--- src/hdl/frame_rms_envelope_assert.svh ---
// assertion macros shared by the rms envelope modules
`ifndef FRAME_RMS_ENVELOPE_ASSERT_SVH
`define FRAME_RMS_ENVELOPE_ASSERT_SVH
`define FRE_ASSERT(label, clk, rst, prop, msg) \
   label: assert property (@(posedge clk) disable iff (rst) (prop)) else $error(msg);
`define FRE_ASSERT_NEXT(label, clk, rst, ante, cons, msg) \
   label: assert property (@(posedge clk) disable iff (rst) (ante) |=> (cons)) else $error(msg);
`endif

--- src/hdl/fre_pkg.sv ---
`default_nettype none
package fre_pkg;
   localparam int SAMPLE_BITS_DEF = 16;
   localparam int LEVEL_FRAC_BITS_DEF = 16;
   localparam int SR_W = 18;
   localparam int FR_W = 10;
   localparam int GAIN_W = 17;
   localparam int LEVEL_W = 17;
   localparam int SUM_W = 48;
   localparam int CNT_W = 18;
   localparam int CSR_W = 18;
   localparam int CSR_IDX_W = 2;
   localparam logic [CSR_IDX_W-1:0] REG_SAMPLE_RATE = 2'd0;
   localparam logic [CSR_IDX_W-1:0] REG_FRAME_RATE = 2'd1;
   localparam logic [CSR_IDX_W-1:0] REG_SMOOTHING_GAIN = 2'd2;
   localparam logic [SR_W-1:0] SR_RESET = 18'd48000;
   localparam logic [FR_W-1:0] FR_RESET = 10'd60;
   localparam logic [GAIN_W-1:0] GAIN_RESET = 17'd18580;
   localparam logic [GAIN_W-1:0] GAIN_ONE = 17'd65536;

   typedef struct packed {
      logic signed [15:0] sample;
      logic last_sample;
   } req_type;

   typedef struct packed {
      logic [LEVEL_W-1:0] level;
      logic final_frame;
   } rsp_type;

   // one closed window handed to the back end
   typedef struct packed {
      logic [SUM_W-1:0] sum;
      logic [CNT_W-1:0] count;
      logic last;
   } win_type;
endpackage
`default_nettype wire

--- src/hdl/fre_front.sv ---
`default_nettype none
module fre_front #(
   parameter int SAMPLE_BITS = fre_pkg::SAMPLE_BITS_DEF
) (
   input  wire logic clock,
   input  wire logic reset,
   input  wire logic in_valid,
   input  wire logic [SAMPLE_BITS-1:0] in_sample,
   input  wire logic in_last,
   output logic in_ready,
   input  wire logic [fre_pkg::SR_W-1:0] sample_rate,
   input  wire logic [fre_pkg::FR_W-1:0] frame_rate,
   output logic win_valid,
   output fre_pkg::win_type win,
   input  wire logic win_ready,
   output logic clr_smooth
);
   localparam int SQ_W = 2 * SAMPLE_BITS;
   localparam int SW = fre_pkg::SUM_W;
   localparam int CW = fre_pkg::CNT_W;
   localparam int RW = fre_pkg::SR_W;
   localparam logic [1:0] ST_RUN = 2'd0;
   localparam logic [1:0] ST_MOD = 2'd1;

   // stage 1: magnitude, stage 2: square, accumulate and boundary
   logic s1_ff, s1_in;
   logic [SAMPLE_BITS-1:0] mag_ff, mag_in;
   logic last1_ff, last1_in;
   logic [SQ_W-1:0] sq;
   logic [SW-1:0] sum_ff, sum_in;
   logic [CW-1:0] cnt_ff, cnt_in;
   logic [RW-1:0] res_ff, res_in;
   logic [1:0] state_ff, state_in;
   logic win_valid_ff, win_valid_in;
   fre_pkg::win_type win_ff, win_in;
   logic clr_ff, clr_in;
   logic bad;
   logic [RW:0] z, zc, rn;
   logic close;
   logic [SW:0] sum_add;

   assign bad = sample_rate == '0 || frame_rate == '0 ||
                {{(RW-fre_pkg::FR_W){1'b0}}, frame_rate} > sample_rate;
   assign in_ready = !s1_ff && !win_valid_ff && state_ff == ST_RUN;
   assign win_valid = win_valid_ff;
   assign win = win_ff;
   assign clr_smooth = clr_ff;
   assign sq = SQ_W'(mag_ff) * SQ_W'(mag_ff);

   always_comb begin
      s1_in = 1'b0;
      mag_in = mag_ff;
      last1_in = last1_ff;
      sum_in = sum_ff;
      cnt_in = cnt_ff;
      res_in = res_ff;
      state_in = state_ff;
      win_valid_in = win_valid_ff && !win_ready;
      win_in = win_ff;
      clr_in = 1'b0;
      z = '0;
      zc = '0;
      rn = '0;
      close = 1'b0;
      sum_add = {1'b0, sum_ff} + (SW+1)'(sq);
      case (state_ff)
         ST_MOD: begin
            // reduce residual after a rate change, one subtract a cycle
            if (res_ff >= sample_rate) begin
               res_in = res_ff - sample_rate;
            end else begin
               state_in = ST_RUN;
               s1_in = 1'b1;
            end
         end
         default: begin
            if (in_valid && in_ready) begin
               if (bad) begin
                  if (in_last) begin
                     sum_in = '0;
                     cnt_in = '0;
                     res_in = '0;
                     clr_in = 1'b1;
                  end
               end else begin
                  mag_in = in_sample[SAMPLE_BITS-1] ? SAMPLE_BITS'(-in_sample) : in_sample;
                  last1_in = in_last;
                  if (res_ff >= sample_rate) state_in = ST_MOD;
                  else s1_in = 1'b1;
               end
            end else if (s1_ff) begin
               sum_in = sum_add[SW] ? {SW{1'b1}} : sum_add[SW-1:0];
               if (cnt_ff != {CW{1'b1}}) cnt_in = cnt_ff + 1'b1;
               z = {1'b0, res_ff} + (RW+1)'(frame_rate) - 1'b1;
               if (z >= {1'b0, sample_rate}) z = z - {1'b0, sample_rate};
               zc = z + (RW+1)'(frame_rate);
               close = zc >= {1'b0, sample_rate};
               rn = {1'b0, res_ff} + (RW+1)'(frame_rate);
               if (rn >= {1'b0, sample_rate}) rn = rn - {1'b0, sample_rate};
               res_in = rn[RW-1:0];
               if (close || last1_ff) begin
                  win_valid_in = 1'b1;
                  win_in.sum = sum_in;
                  win_in.count = cnt_in;
                  win_in.last = last1_ff;
                  sum_in = '0;
                  cnt_in = '0;
                  if (last1_ff) res_in = '0;
               end
            end
         end
      endcase
   end

   always_ff @(posedge clock) begin
      if (reset) begin
         s1_ff <= 1'b0;
         sum_ff <= '0;
         cnt_ff <= '0;
         res_ff <= '0;
         state_ff <= ST_RUN;
         win_valid_ff <= 1'b0;
         clr_ff <= 1'b0;
      end else begin
         s1_ff <= s1_in;
         sum_ff <= sum_in;
         cnt_ff <= cnt_in;
         res_ff <= res_in;
         state_ff <= state_in;
         win_valid_ff <= win_valid_in;
         clr_ff <= clr_in;
      end
      mag_ff <= mag_in;
      last1_ff <= last1_in;
      win_ff <= win_in;
   end

   `include "frame_rms_envelope_assert.svh"
   `FRE_ASSERT(a_one_busy, clock, reset, !(s1_ff && win_valid_ff), "square stage with window pending")
   `FRE_ASSERT_NEXT(a_win_hold, clock, reset, win_valid_ff && !win_ready, win_valid_ff && $stable(win_ff), "window dropped")
   `FRE_ASSERT(a_res_range, clock, reset, !(state_ff == ST_RUN && s1_ff) || res_ff < sample_rate, "residual not reduced")
endmodule
`default_nettype wire

--- src/hdl/fre_back.sv ---
`default_nettype none
module fre_back #(
   parameter int SAMPLE_BITS = fre_pkg::SAMPLE_BITS_DEF,
   parameter int LEVEL_FRAC_BITS = fre_pkg::LEVEL_FRAC_BITS_DEF
) (
   input  wire logic clock,
   input  wire logic reset,
   input  wire logic win_valid,
   input  wire fre_pkg::win_type win,
   output logic win_ready,
   input  wire logic clr_smooth,
   input  wire logic [fre_pkg::GAIN_W-1:0] smoothing_gain,
   output logic out_valid,
   output fre_pkg::rsp_type out_data,
   input  wire logic out_ready
);
   localparam int K = 2 * (LEVEL_FRAC_BITS - SAMPLE_BITS + 1);
   localparam int KP = (K > 0) ? K : 0;
   localparam int KN = (K < 0) ? -K : 0;
   localparam int SW = fre_pkg::SUM_W;
   localparam int CW = fre_pkg::CNT_W;
   localparam int DW = CW + KN;
   localparam int QW = SW + KP;
   localparam int LIM = 2 * LEVEL_FRAC_BITS;
   localparam int RTW = LEVEL_FRAC_BITS + 1;
   localparam int LW = fre_pkg::LEVEL_W;
   localparam int GW = fre_pkg::GAIN_W;
   localparam int SQI = (LIM + 1) / 2;
   localparam int NW = QW + 1;
   localparam int ITW = $clog2(QW + 1);
   localparam logic [2:0] ST_IDLE = 3'd0;
   localparam logic [2:0] ST_DIV = 3'd1;
   localparam logic [2:0] ST_SQRT = 3'd2;
   localparam logic [2:0] ST_MUL = 3'd3;
   localparam logic [2:0] ST_OUT = 3'd4;

   logic [2:0] state_ff, state_in;
   logic [QW-1:0] num_ff, num_in;
   logic [DW-1:0] den_ff, den_in;
   logic [NW-1:0] rem_ff, rem_in;
   logic [QW-1:0] quo_ff, quo_in;
   logic [ITW-1:0] it_ff, it_in;
   logic [LIM-1:0] sx_ff, sx_in;
   logic [LIM+1:0] sr_ff, sr_in;
   logic [RTW-1:0] rms_ff, rms_in;
   logic last_ff, last_in;
   logic [LW-1:0] sm_ff, sm_in;
   logic [LW+GW:0] p0_ff, p0_in, p1_ff, p1_in;
   logic out_valid_ff, out_valid_in;
   fre_pkg::rsp_type out_ff, out_in;
   logic [NW-1:0] rtry;
   logic [GW-1:0] g;
   logic [LW+GW:0] acc;
   logic [LIM+1:0] sbit, strial;
   logic [LIM-1:0] sxn;

   assign win_ready = state_ff == ST_IDLE && !out_valid_ff;
   assign out_valid = out_valid_ff;
   assign out_data = out_ff;
   assign g = smoothing_gain > fre_pkg::GAIN_ONE ? fre_pkg::GAIN_ONE : smoothing_gain;

   always_comb begin
      state_in = state_ff;
      num_in = num_ff;
      den_in = den_ff;
      rem_in = rem_ff;
      quo_in = quo_ff;
      it_in = it_ff;
      sx_in = sx_ff;
      sr_in = sr_ff;
      rms_in = rms_ff;
      last_in = last_ff;
      sm_in = clr_smooth ? '0 : sm_ff;
      p0_in = p0_ff;
      p1_in = p1_ff;
      out_valid_in = out_valid_ff && !out_ready;
      out_in = out_ff;
      rtry = {rem_ff[NW-2:0], num_ff[QW-1]} - NW'(den_ff);
      sbit = '0;
      strial = '0;
      sxn = sx_ff;
      acc = p0_ff + p1_ff + (LW+GW+1)'(32768);
      case (state_ff)
         ST_IDLE: begin
            if (win_valid && win_ready) begin
               num_in = QW'(win.sum) << KP;
               den_in = DW'(win.count) << KN;
               rem_in = '0;
               quo_in = '0;
               it_in = '0;
               last_in = win.last;
               state_in = ST_DIV;
            end
         end
         ST_DIV: begin
            // restoring divide, one quotient bit a cycle
            if (den_ff == '0) begin
               rms_in = '0;
               state_in = ST_MUL;
            end else begin
               num_in = num_ff << 1;
               if (!rtry[NW-1]) begin
                  rem_in = rtry;
                  quo_in = {quo_ff[QW-2:0], 1'b1};
               end else begin
                  rem_in = {rem_ff[NW-2:0], num_ff[QW-1]};
                  quo_in = {quo_ff[QW-2:0], 1'b0};
               end
               it_in = it_ff + 1'b1;
               if (it_ff == ITW'(QW - 1)) begin
                  if (quo_in[QW-1:LIM] != '0) begin
                     rms_in = RTW'(1) << LEVEL_FRAC_BITS;
                     state_in = ST_MUL;
                  end else begin
                     sx_in = quo_in[LIM-1:0];
                     sr_in = '0;
                     it_in = '0;
                     state_in = ST_SQRT;
                  end
               end
            end
         end
         ST_SQRT: begin
            // digit-by-digit root, one result bit a cycle
            sbit = (LIM+2)'(1) << (2 * (SQI - 1 - int'(it_ff)));
            strial = sr_ff + sbit;
            if ((LIM+2)'(sx_ff) >= strial) begin
               sxn = sx_ff - LIM'(strial);
               sr_in = (sr_ff >> 1) + sbit;
            end else begin
               sr_in = sr_ff >> 1;
            end
            sx_in = sxn;
            it_in = it_ff + 1'b1;
            if (it_ff == ITW'(SQI - 1)) begin
               rms_in = RTW'(sr_in);
               state_in = ST_MUL;
            end
         end
         ST_MUL: begin
            p0_in = (LW+GW+1)'(sm_ff) * (LW+GW+1)'(fre_pkg::GAIN_ONE - g);
            p1_in = (LW+GW+1)'(rms_ff) * (LW+GW+1)'(g);
            state_in = ST_OUT;
         end
         ST_OUT: begin
            if (!out_valid_ff) begin
               sm_in = LW'(acc >> 16);
               out_in.level = LW'(acc >> 16);
               out_in.final_frame = last_ff;
               out_valid_in = 1'b1;
               if (last_ff) sm_in = '0;
               state_in = ST_IDLE;
            end
         end
         default: state_in = ST_IDLE;
      endcase
   end

   always_ff @(posedge clock) begin
      if (reset) begin
         state_ff <= ST_IDLE;
         sm_ff <= '0;
         out_valid_ff <= 1'b0;
      end else begin
         state_ff <= state_in;
         sm_ff <= sm_in;
         out_valid_ff <= out_valid_in;
      end
      num_ff <= num_in;
      den_ff <= den_in;
      rem_ff <= rem_in;
      quo_ff <= quo_in;
      it_ff <= it_in;
      sx_ff <= sx_in;
      sr_ff <= sr_in;
      rms_ff <= rms_in;
      last_ff <= last_in;
      p0_ff <= p0_in;
      p1_ff <= p1_in;
      out_ff <= out_in;
   end

   `include "frame_rms_envelope_assert.svh"
   `FRE_ASSERT(a_lvl_range, clock, reset, !out_valid_ff || out_ff.level <= fre_pkg::GAIN_ONE, "level above full scale")
   `FRE_ASSERT_NEXT(a_out_hold, clock, reset, out_valid_ff && !out_ready, out_valid_ff && $stable(out_ff), "result lost")
   `FRE_ASSERT(a_rms_range, clock, reset, state_ff != ST_MUL || rms_ff <= (RTW'(1) << LEVEL_FRAC_BITS), "rms above full scale")
endmodule
`default_nettype wire

--- src/hdl/frame_rms_envelope.sv ---
// frame rms envelope
// req channel: push a beat of sample and last_sample while full is low.
// rsp channel: while empty is low the oldest level is on rsp_data; pop takes it.
// csr port: index 0 sample_rate, 1 frame_rate, 2 smoothing_gain, written when
// csr_write is high; write only while idle.
// each window boundary or last sample yields one level beat while neither
// rate is zero and frame_rate <= sample_rate; else a last sample only
// clears state. the front end registers a sample's magnitude, reduces
// the residual by subtracts if it is not below a lowered sample_rate,
// then squares and accumulates, taking no new sample before that. a
// closed window goes through restoring divide (one quotient bit a cycle),
// square root, multiply and output; empty or saturated windows skip the root.
// the front keeps one closed window waiting while the back end works.
// reset clears all sums, the residual, the smoothed level and the
// registers return to 48000, 60 and 18580.
// when pop stays low the result is held and both parts stall in turn,
// with full raised; no beat is dropped.
`default_nettype none
module frame_rms_envelope #(
   parameter int SAMPLE_BITS = fre_pkg::SAMPLE_BITS_DEF,
   parameter int LEVEL_FRAC_BITS = fre_pkg::LEVEL_FRAC_BITS_DEF
) (
   input  wire logic clock,
   input  wire logic reset,
   input  wire logic push,
   output logic full,
   input  wire fre_pkg::req_type req_data,
   output logic empty,
   input  wire logic pop,
   output fre_pkg::rsp_type rsp_data,
   input  wire logic csr_write,
   input  wire logic [fre_pkg::CSR_IDX_W-1:0] csr_index,
   input  wire logic [fre_pkg::CSR_W-1:0] csr_data
);
   logic [fre_pkg::SR_W-1:0] sr_ff;
   logic [fre_pkg::FR_W-1:0] fr_ff;
   logic [fre_pkg::GAIN_W-1:0] gain_ff;
   logic in_ready, win_valid, win_ready, clr, out_valid;
   fre_pkg::win_type win;

   always_ff @(posedge clock) begin
      if (reset) begin
         sr_ff <= fre_pkg::SR_RESET;
         fr_ff <= fre_pkg::FR_RESET;
         gain_ff <= fre_pkg::GAIN_RESET;
      end else if (csr_write) begin
         case (csr_index)
            fre_pkg::REG_SAMPLE_RATE: sr_ff <= csr_data[fre_pkg::SR_W-1:0];
            fre_pkg::REG_FRAME_RATE: fr_ff <= csr_data[fre_pkg::FR_W-1:0];
            fre_pkg::REG_SMOOTHING_GAIN: gain_ff <= csr_data[fre_pkg::GAIN_W-1:0];
            default: ;
         endcase
      end
   end

   assign full = !in_ready;
   assign empty = !out_valid;

   fre_front #(.SAMPLE_BITS(SAMPLE_BITS)) u_front (
      .clock(clock), .reset(reset),
      .in_valid(push), .in_sample(req_data.sample[SAMPLE_BITS-1:0]),
      .in_last(req_data.last_sample), .in_ready(in_ready),
      .sample_rate(sr_ff), .frame_rate(fr_ff),
      .win_valid(win_valid), .win(win), .win_ready(win_ready),
      .clr_smooth(clr)
   );

   fre_back #(.SAMPLE_BITS(SAMPLE_BITS), .LEVEL_FRAC_BITS(LEVEL_FRAC_BITS)) u_back (
      .clock(clock), .reset(reset),
      .win_valid(win_valid), .win(win), .win_ready(win_ready),
      .clr_smooth(clr), .smoothing_gain(gain_ff),
      .out_valid(out_valid), .out_data(rsp_data), .out_ready(pop)
   );
endmodule
`default_nettype wire
--- config.mk ---
export PLATFORM = sky130hd
export DESIGN_NAME = frame_rms_envelope
export DESIGN_NICKNAME = d
export VERILOG_FILES = /design/src/hdl/fre_pkg.sv /design/src/hdl/fre_front.sv /design/src/hdl/fre_back.sv /design/src/hdl/frame_rms_envelope.sv
export VERILOG_INCLUDE_DIRS = /design/src /design/src/hdl
export SDC_FILE = /design/constraint.sdc
export NUM_CORES = 2
export LEC_CHECK = 0
export BUFFER_PORTS_ARGS = -buffer_cell sky130_fd_sc_hd__buf_2
export CAP_MARGIN = 15
export CORE_MARGIN = 4
export CORE_UTILIZATION = 40
export CTS_BUF_LIST = sky130_fd_sc_hd__clkbuf_8
export DETAILED_ROUTE_END_ITERATION = 12
export GPL_TIMING_DRIVEN = 0
export SYNTH_ARGS = -nofsm -noshare
export SYNTH_HDL_FRONTEND = slang
export SYNTH_HIERARCHICAL = 1
export SYNTH_SLANG_ARGS = --single-unit
--- constraint.sdc ---
create_clock -name clock -period 13.3 [get_ports clock]
set_input_delay 1.995 -clock clock [delete_from_list [all_inputs] [get_ports clock]]
set_output_delay 1.995 -clock clock [all_outputs]
set_load 0.005 [all_outputs]
* Word-level counts from Yosys, hierarchy flattened
Cells that the tools add are included.
** Cells by class
- Equality and inequality tests :: 26
- Multiplexer cells :: 85
- Multiply operators :: 3
- Reductions and logical operators :: 47
- Shift operators :: 1
- $add $sub $neg :: 18
- Order comparisons :: 7
- Bitwise gates (word level) :: 4
** Operators by type and width (number)
- 2-to-1 mux 50 bit :: 7
- 2-to-1 mux 48 bit :: 6
- 2-to-1 mux 18 bit :: 13
- case mux 50 bit (2 select lines) :: 2
- 2-to-1 mux 17 bit :: 9
- 2-to-1 mux 34 bit :: 4
- 2-to-1 mux 32 bit :: 4
- 2-to-1 mux 49 bit :: 2
- case mux 49 bit (2 select lines) :: 1
- 2-to-1 mux 19 bit :: 4
- case mux 34 bit (2 select lines) :: 1
- case mux 32 bit (2 select lines) :: 1
- >= comparator 19 x 18 -> 1 bit :: 3
- subtractor 51 x 18 -> 51 bit :: 1
- adder 48 x 32 -> 49 bit :: 1
- zero test 18 bit :: 2
- subtractor 18 bit :: 2
- multiplier 17 x 35 -> 33 bit :: 1
- adder 33 x 34 -> 34 bit :: 1
- adder 34 bit :: 1
- >= comparator 32 x 34 -> 1 bit :: 1
- case mux 17 bit (2 select lines) :: 1
- left shift 1 x 32 -> 34 bit (first input constant) :: 1
- adder 33 x 16 -> 33 bit (second input constant) :: 1
- other kinds (51) :: 121
** Storage, ports and cells
- Logic and storage cells :: 223
- Output and inout bits :: 20
- Register bits :: 580
- Bits of input ports :: 42

* Longest topological paths before layout
- Word-level depth :: 14
- Depth in mapped cells :: 53
- Depth with buffers taken out :: 50

* Hierarchy
The synthesis kept the hierarchy.
** Modules (own cells, without submodules)
- fre_back :: area an instance 39547.9 um^2, cells each 4164, instances 1, sequential area each 10600.2 um^2
- fre_front :: area an instance 20500.9 um^2, cells each 2350, instances 1, sequential area each 4284.1 um^2
- frame_rms_envelope :: area an instance 1878.1 um^2, cells each 184, instances 1, sequential area each 900.9 um^2

* Worst setup path before layout
Ideal clock, no wire load.
- Path type :: register to register
- From :: reg fr_ff[0] (netlist bit)
- To :: reg u_front.win_ff (netlist bit u_front/win[0]) (enable)
- Data arrival time :: 10.020 ns
- Buffers on the path :: 2
- Cell stages (with the launch flop) :: 50
- Setup time :: 0.421 ns
- Slack :: 2.859 ns
- Clock period less this slack :: 10.441 ns
- Required time :: 12.879 ns
- Cell sequence :: dfxtp_1 ha_1 inv_1 fa_1 nand2b_1 a21oi_1 o31ai_1 a2111oi_2 nor4b_1 nand2_1 nor3_1 xor2_1 ha_1 clkbuf_1 nand2_1 nor4_1 inv_1 o221ai_1 [14 not listed] o21ai_0 nand2b_1 a21oi_1 nor2_1 nand2_1 xor2_1 a21oi_1 ha_1 a21oi_1 nor2b_1 o21ai_0 nand2b_1 a21oi_1 nor2b_1 o21ai_0 nand3_1 o21bai_1 inv_1
** On the way
- Cells in the longest elaborated chain, start to end :: 11
- Elaborated cells on any way between the ends :: 12
- Those cells by class :: add/sub: 4; order compare: 2; mux: 4; reduce/logical: 2
** RTL lines
- start, declared :: line frame_rms_envelope.sv:36 : logic [fre_pkg::FR_W-1:0] fr_ff;
- start signal, assigned :: line frame_rms_envelope.sv:44 : fr_ff <= fre_pkg::FR_RESET;
- start signal, assigned :: line frame_rms_envelope.sv:49 : fre_pkg::REG_FRAME_RATE: fr_ff <= csr_data[fre_pkg::FR_W-1:0];
- adder 18 x 10 -> 19 bit :: line fre_front.sv:94 : z = {1'b0, res_ff} + (RW+1)'(frame_rate) - 1'b1;
- subtractor 19 x 1 -> 19 bit :: line fre_front.sv:94
- subtractor 19 x 18 -> 19 bit / >= comparator 19 x 18 -> 1 bit (equally long branches) :: line fre_front.sv:95 : if (z >= {1'b0, sample_rate}) z = z - {1'b0, sample_rate};
- 2-to-1 mux 19 bit :: line fre_front.sv:95
- 2-to-1 mux 19 bit :: line fre_front.sv:91 : end else if (s1_ff) begin
- 2-to-1 mux 19 bit :: line fre_front.sv:77 : if (in_valid && in_ready) begin
- 2-to-1 mux 19 bit :: line fre_front.sv:66 : case (state_ff)
- adder 19 x 10 -> 19 bit (*) :: line fre_front.sv:96 : zc = z + (RW+1)'(frame_rate);
- >= comparator 19 x 18 -> 1 bit (*) :: line fre_front.sv:97 : close = zc >= {1'b0, sample_rate};
- logical OR 1 bit (*) :: line fre_front.sv:101 : if (close || last1_ff) begin
- AND reduction 4 bit (no source line) (*)
- end signal, assigned :: line fre_front.sv:135 : win_ff <= win_in;
- end, declared :: line fre_front.sv:35 : fre_pkg::win_type win_ff, win_in;
Every way passes the cells marked *; elsewhere a longest branch is shown, timed or not. The select of a mux whose other input is x is not followed.
A chain may end at the register's enable or synchronous reset.

* Worst setup path in the final report
- From :: reg fr_ff[0] (netlist bit)
- To :: reg u_front.sum_ff[46]
** On the way
- Cells in the longest elaborated chain, start to end :: 13
- Elaborated cells on any way between the ends :: 20
- Those cells by class :: add/sub: 4; order compare: 3; eq/ne: 1; mux: 7; reduce/logical: 5
** RTL lines
- adder 18 x 10 -> 19 bit :: line fre_front.sv:94
- subtractor 19 x 1 -> 19 bit :: line fre_front.sv:94
- subtractor 19 x 18 -> 19 bit / >= comparator 19 x 18 -> 1 bit (equally long branches) :: line fre_front.sv:95
- 2-to-1 mux 19 bit :: line fre_front.sv:95
- 2-to-1 mux 19 bit :: line fre_front.sv:91
- 2-to-1 mux 19 bit :: line fre_front.sv:77
- 2-to-1 mux 19 bit :: line fre_front.sv:66
- adder 19 x 10 -> 19 bit :: line fre_front.sv:96
- >= comparator 19 x 18 -> 1 bit :: line fre_front.sv:97
- logical OR 1 bit :: line fre_front.sv:101
- 2-to-1 mux 48 bit :: line fre_front.sv:101
- 2-to-1 mux 48 bit :: line fre_front.sv:91
- 2-to-1 mux 48 bit :: line fre_front.sv:77
- end signal, assigned :: line fre_front.sv:126 : sum_ff <= sum_in;
- end, declared :: line fre_front.sv:30 : logic [SW-1:0] sum_ff, sum_in;
Parallel ways exist; a longest one is shown, timed or not. The select of a mux whose other input is x is not followed.

==> impl_metrics.ini <==
[place]
gp_congestion = 0.906
port_buffers = 61
dp_hpwl_um = 130000
placed_area_um2 = 65000

[flow_run]
drv_cap = 0

[synthesis]
synth_top_family_by_area = adder cells
yosysWarnings = 6
async_reset_ff_share_pct = 0
synth_edf_count = 423
syn_area_per_cell_um2 = 9.25
syn_area_um2 = 61900
synth_fa_ha_area_share_pct = 33.2
synth-simple-area-share_pct = 17.2
ys_seq_elements = 577
yosysSeqAreaShare_pct = 25.5
synth_xor_area_share_pct = 4.48
ys.flop_type = edfxtp_1
synth_compound_area_share_pct = 10.5
syn_inst = 6698
synth.area.mux_share_pct = 1.42
yosysUniqueCellTypes = 105

[final_layout]
drive_gt1_share_pct = 4.97
final_cell_mix = inv_1, nand2_1, fa_1
utilization_pct = 43.7
fin_area_um2 = 67300
final_common_cell = inv_1
syn_to_final_growth_pct = 8.70
fill_cells = 15000
layout.nets = 8172

[sta]
fmax_mhz = 81.1
tightest_slew_ns = 1.12
tns_ns = 0
drv_slew = 0
skew_ns = 0.0437
period_share_pct = 92.7
timing.slew.headroom_pct = 23.7
setup_viol = 0
rsz0062_at_grt = false
hold_violations = 0
fin_crit_ns = 12.33
hold-worst-slack_ns = 0.412

[drt]
wl_per_cell_um = 18.2
wl_met3_um = 11400
met2_length_um = 75700
met1_length_um = 72300
topRoutingLayerUsed = met4
dr.pass1.iters = 6
drtIter0Drc = 3243
drc = 0
viasPerCell = 5.28
ant_nets = 0
wl_um = 164000
vias = 47600

[critical_path]
timing.critical_path.buf_inv = 6
cpPeakStageDelay_ns = 0.52
cp.required_ns = 14.02
startpoint_type = flop
cp-end-kind = flop
path_delay_family = compound AO/OA/AOI/OAI gates
critPathMaxFanout = 10
cp_common_cell = a21oi_1
critPathKind = flop to flop
slowest_stage = nor4_1
arrival_ns = 13.04

[clock_tree]
postCtsSetupRepairBufs = 0
clk_latency_ns = 0.83
cts-root-buf = clkbuf_8
clock_sinks = 577
h-tree-depth = 3
cts_buffer_depth = 3
cts_buffers = 103
cts_tree = built
cts.clk_slew.worst_paths_ns = 0.07

[floorplan]
die_width_um = 401
io_pins = 62
dieArea_um2 = 161000
die_y_um = 401
start_util_pct = 40.2
rows = 144
core-area_um2 = 154000

[grt]
grt_usage_pct = 20.3
grt_max_degree = 68
antenna_found_initial = 9
grt-ovfl-total = 0
grt_pass1_vias = 48800
grt_first_pass_wirelength_um = 264000

[run_status]
status = completed

[min_path]
min_path_type = flop to flop
## logic make-up (layout without fill, tap and decap cells)
group,after synthesis,count (layout)
AND/OR/NAND/NOR,2235,2235
adder cells (fa/ha/maj),1243,1243
buffers and inverters,1241,1505
AO/OA/AOI/OAI,999,999
flip-flops,577,577
XOR/XNOR,316,316
multiplexers,85,85
other,2,23
## worst paths after layout
kind	start	slack [ns]	cells past startpoint	end
setup / recovery	fr_ff[0]$_SDFFE_PP0P_	0.97	52	u_front/sum_ff[46]$_SDFFE_PP0P_
hold / removal	u_front/win[17]$_DFFE_PP_	0.41	0	u_back/den_ff[16]$_DFFE_PP_
setup reg to reg	fr_ff[0]$_SDFFE_PP0P_	0.97	52	u_front/sum_ff[46]$_SDFFE_PP0P_
hold reg to reg	u_front/win[17]$_DFFE_PP_	0.41	0	u_back/den_ff[16]$_DFFE_PP_
## layout make-up
cell class	count	area (µm²)	area share, %
Sequential cell	577	15800	23.5
Clock buffer	112	1540	2.29
Multi-Input combinational cell	4894	41500	61.6
Clock inverter	82	719	1.07
Buffer	249	1030	1.53
Timing Repair Buffer	70	439	0.652
Tap cell	2044	2560	3.80
Inverter	992	3730	5.54
Antenna cell	7	17.5	0.0260
## cells in the mapped netlist, drive strengths merged (154+ instances only)
cell type | instances | area, µm²
dfxtp | 154 | 3080
nor2 | 420 | 1580
xnor2 | 186 | 1640
edfxtp | 423 | 12700
clkbuf | 211 | 797
ha | 578 | 7230
fa | 665 | 13300
a21oi | 250 | 1250
o21ai | 216 | 1090
inv | 991 | 3720
nand2 | 891 | 3340
and2 | 246 | 1540
## layer usage
layer,GRT usage (%),up-vias
li1,-,22600
met1,27.1,23500
met2,33.2,1270
met3,4.29,271
met4,5.99,0
met5,0,-
## metrics by stage
stage	instances	worst slack (ns)
2_1_floorplan	6712	2.86
3_3_place_gp	8817	-0.272
3_5_place_dp	8825	0.273
4_1_cts	9019	0.259
5_1_grt	9023	0.0433
6_report	9027	0.974
## repair_timing
item	4_1_cts	5_1_grt
hold buffers	0	0
gates resized for setup	0	5
setup endpoints to repair	0	133
## registers in the layout, summed over array words and instances, names as in the netlist, 32 cells and up
register,flops
u_back/num_ff,48
u_back/p0_ff,33
u_back/p1_ff,33
u_back/quo_ff,49
u_back/rem_ff,50
u_back/sr_ff,34
u_back/sx_ff,32
u_front/sum_ff,48
u_front/win,67
Power is left out: the tool's default activity adds up to more than one toggle a clock period on the data nets, which glitch-free logic cannot reach.
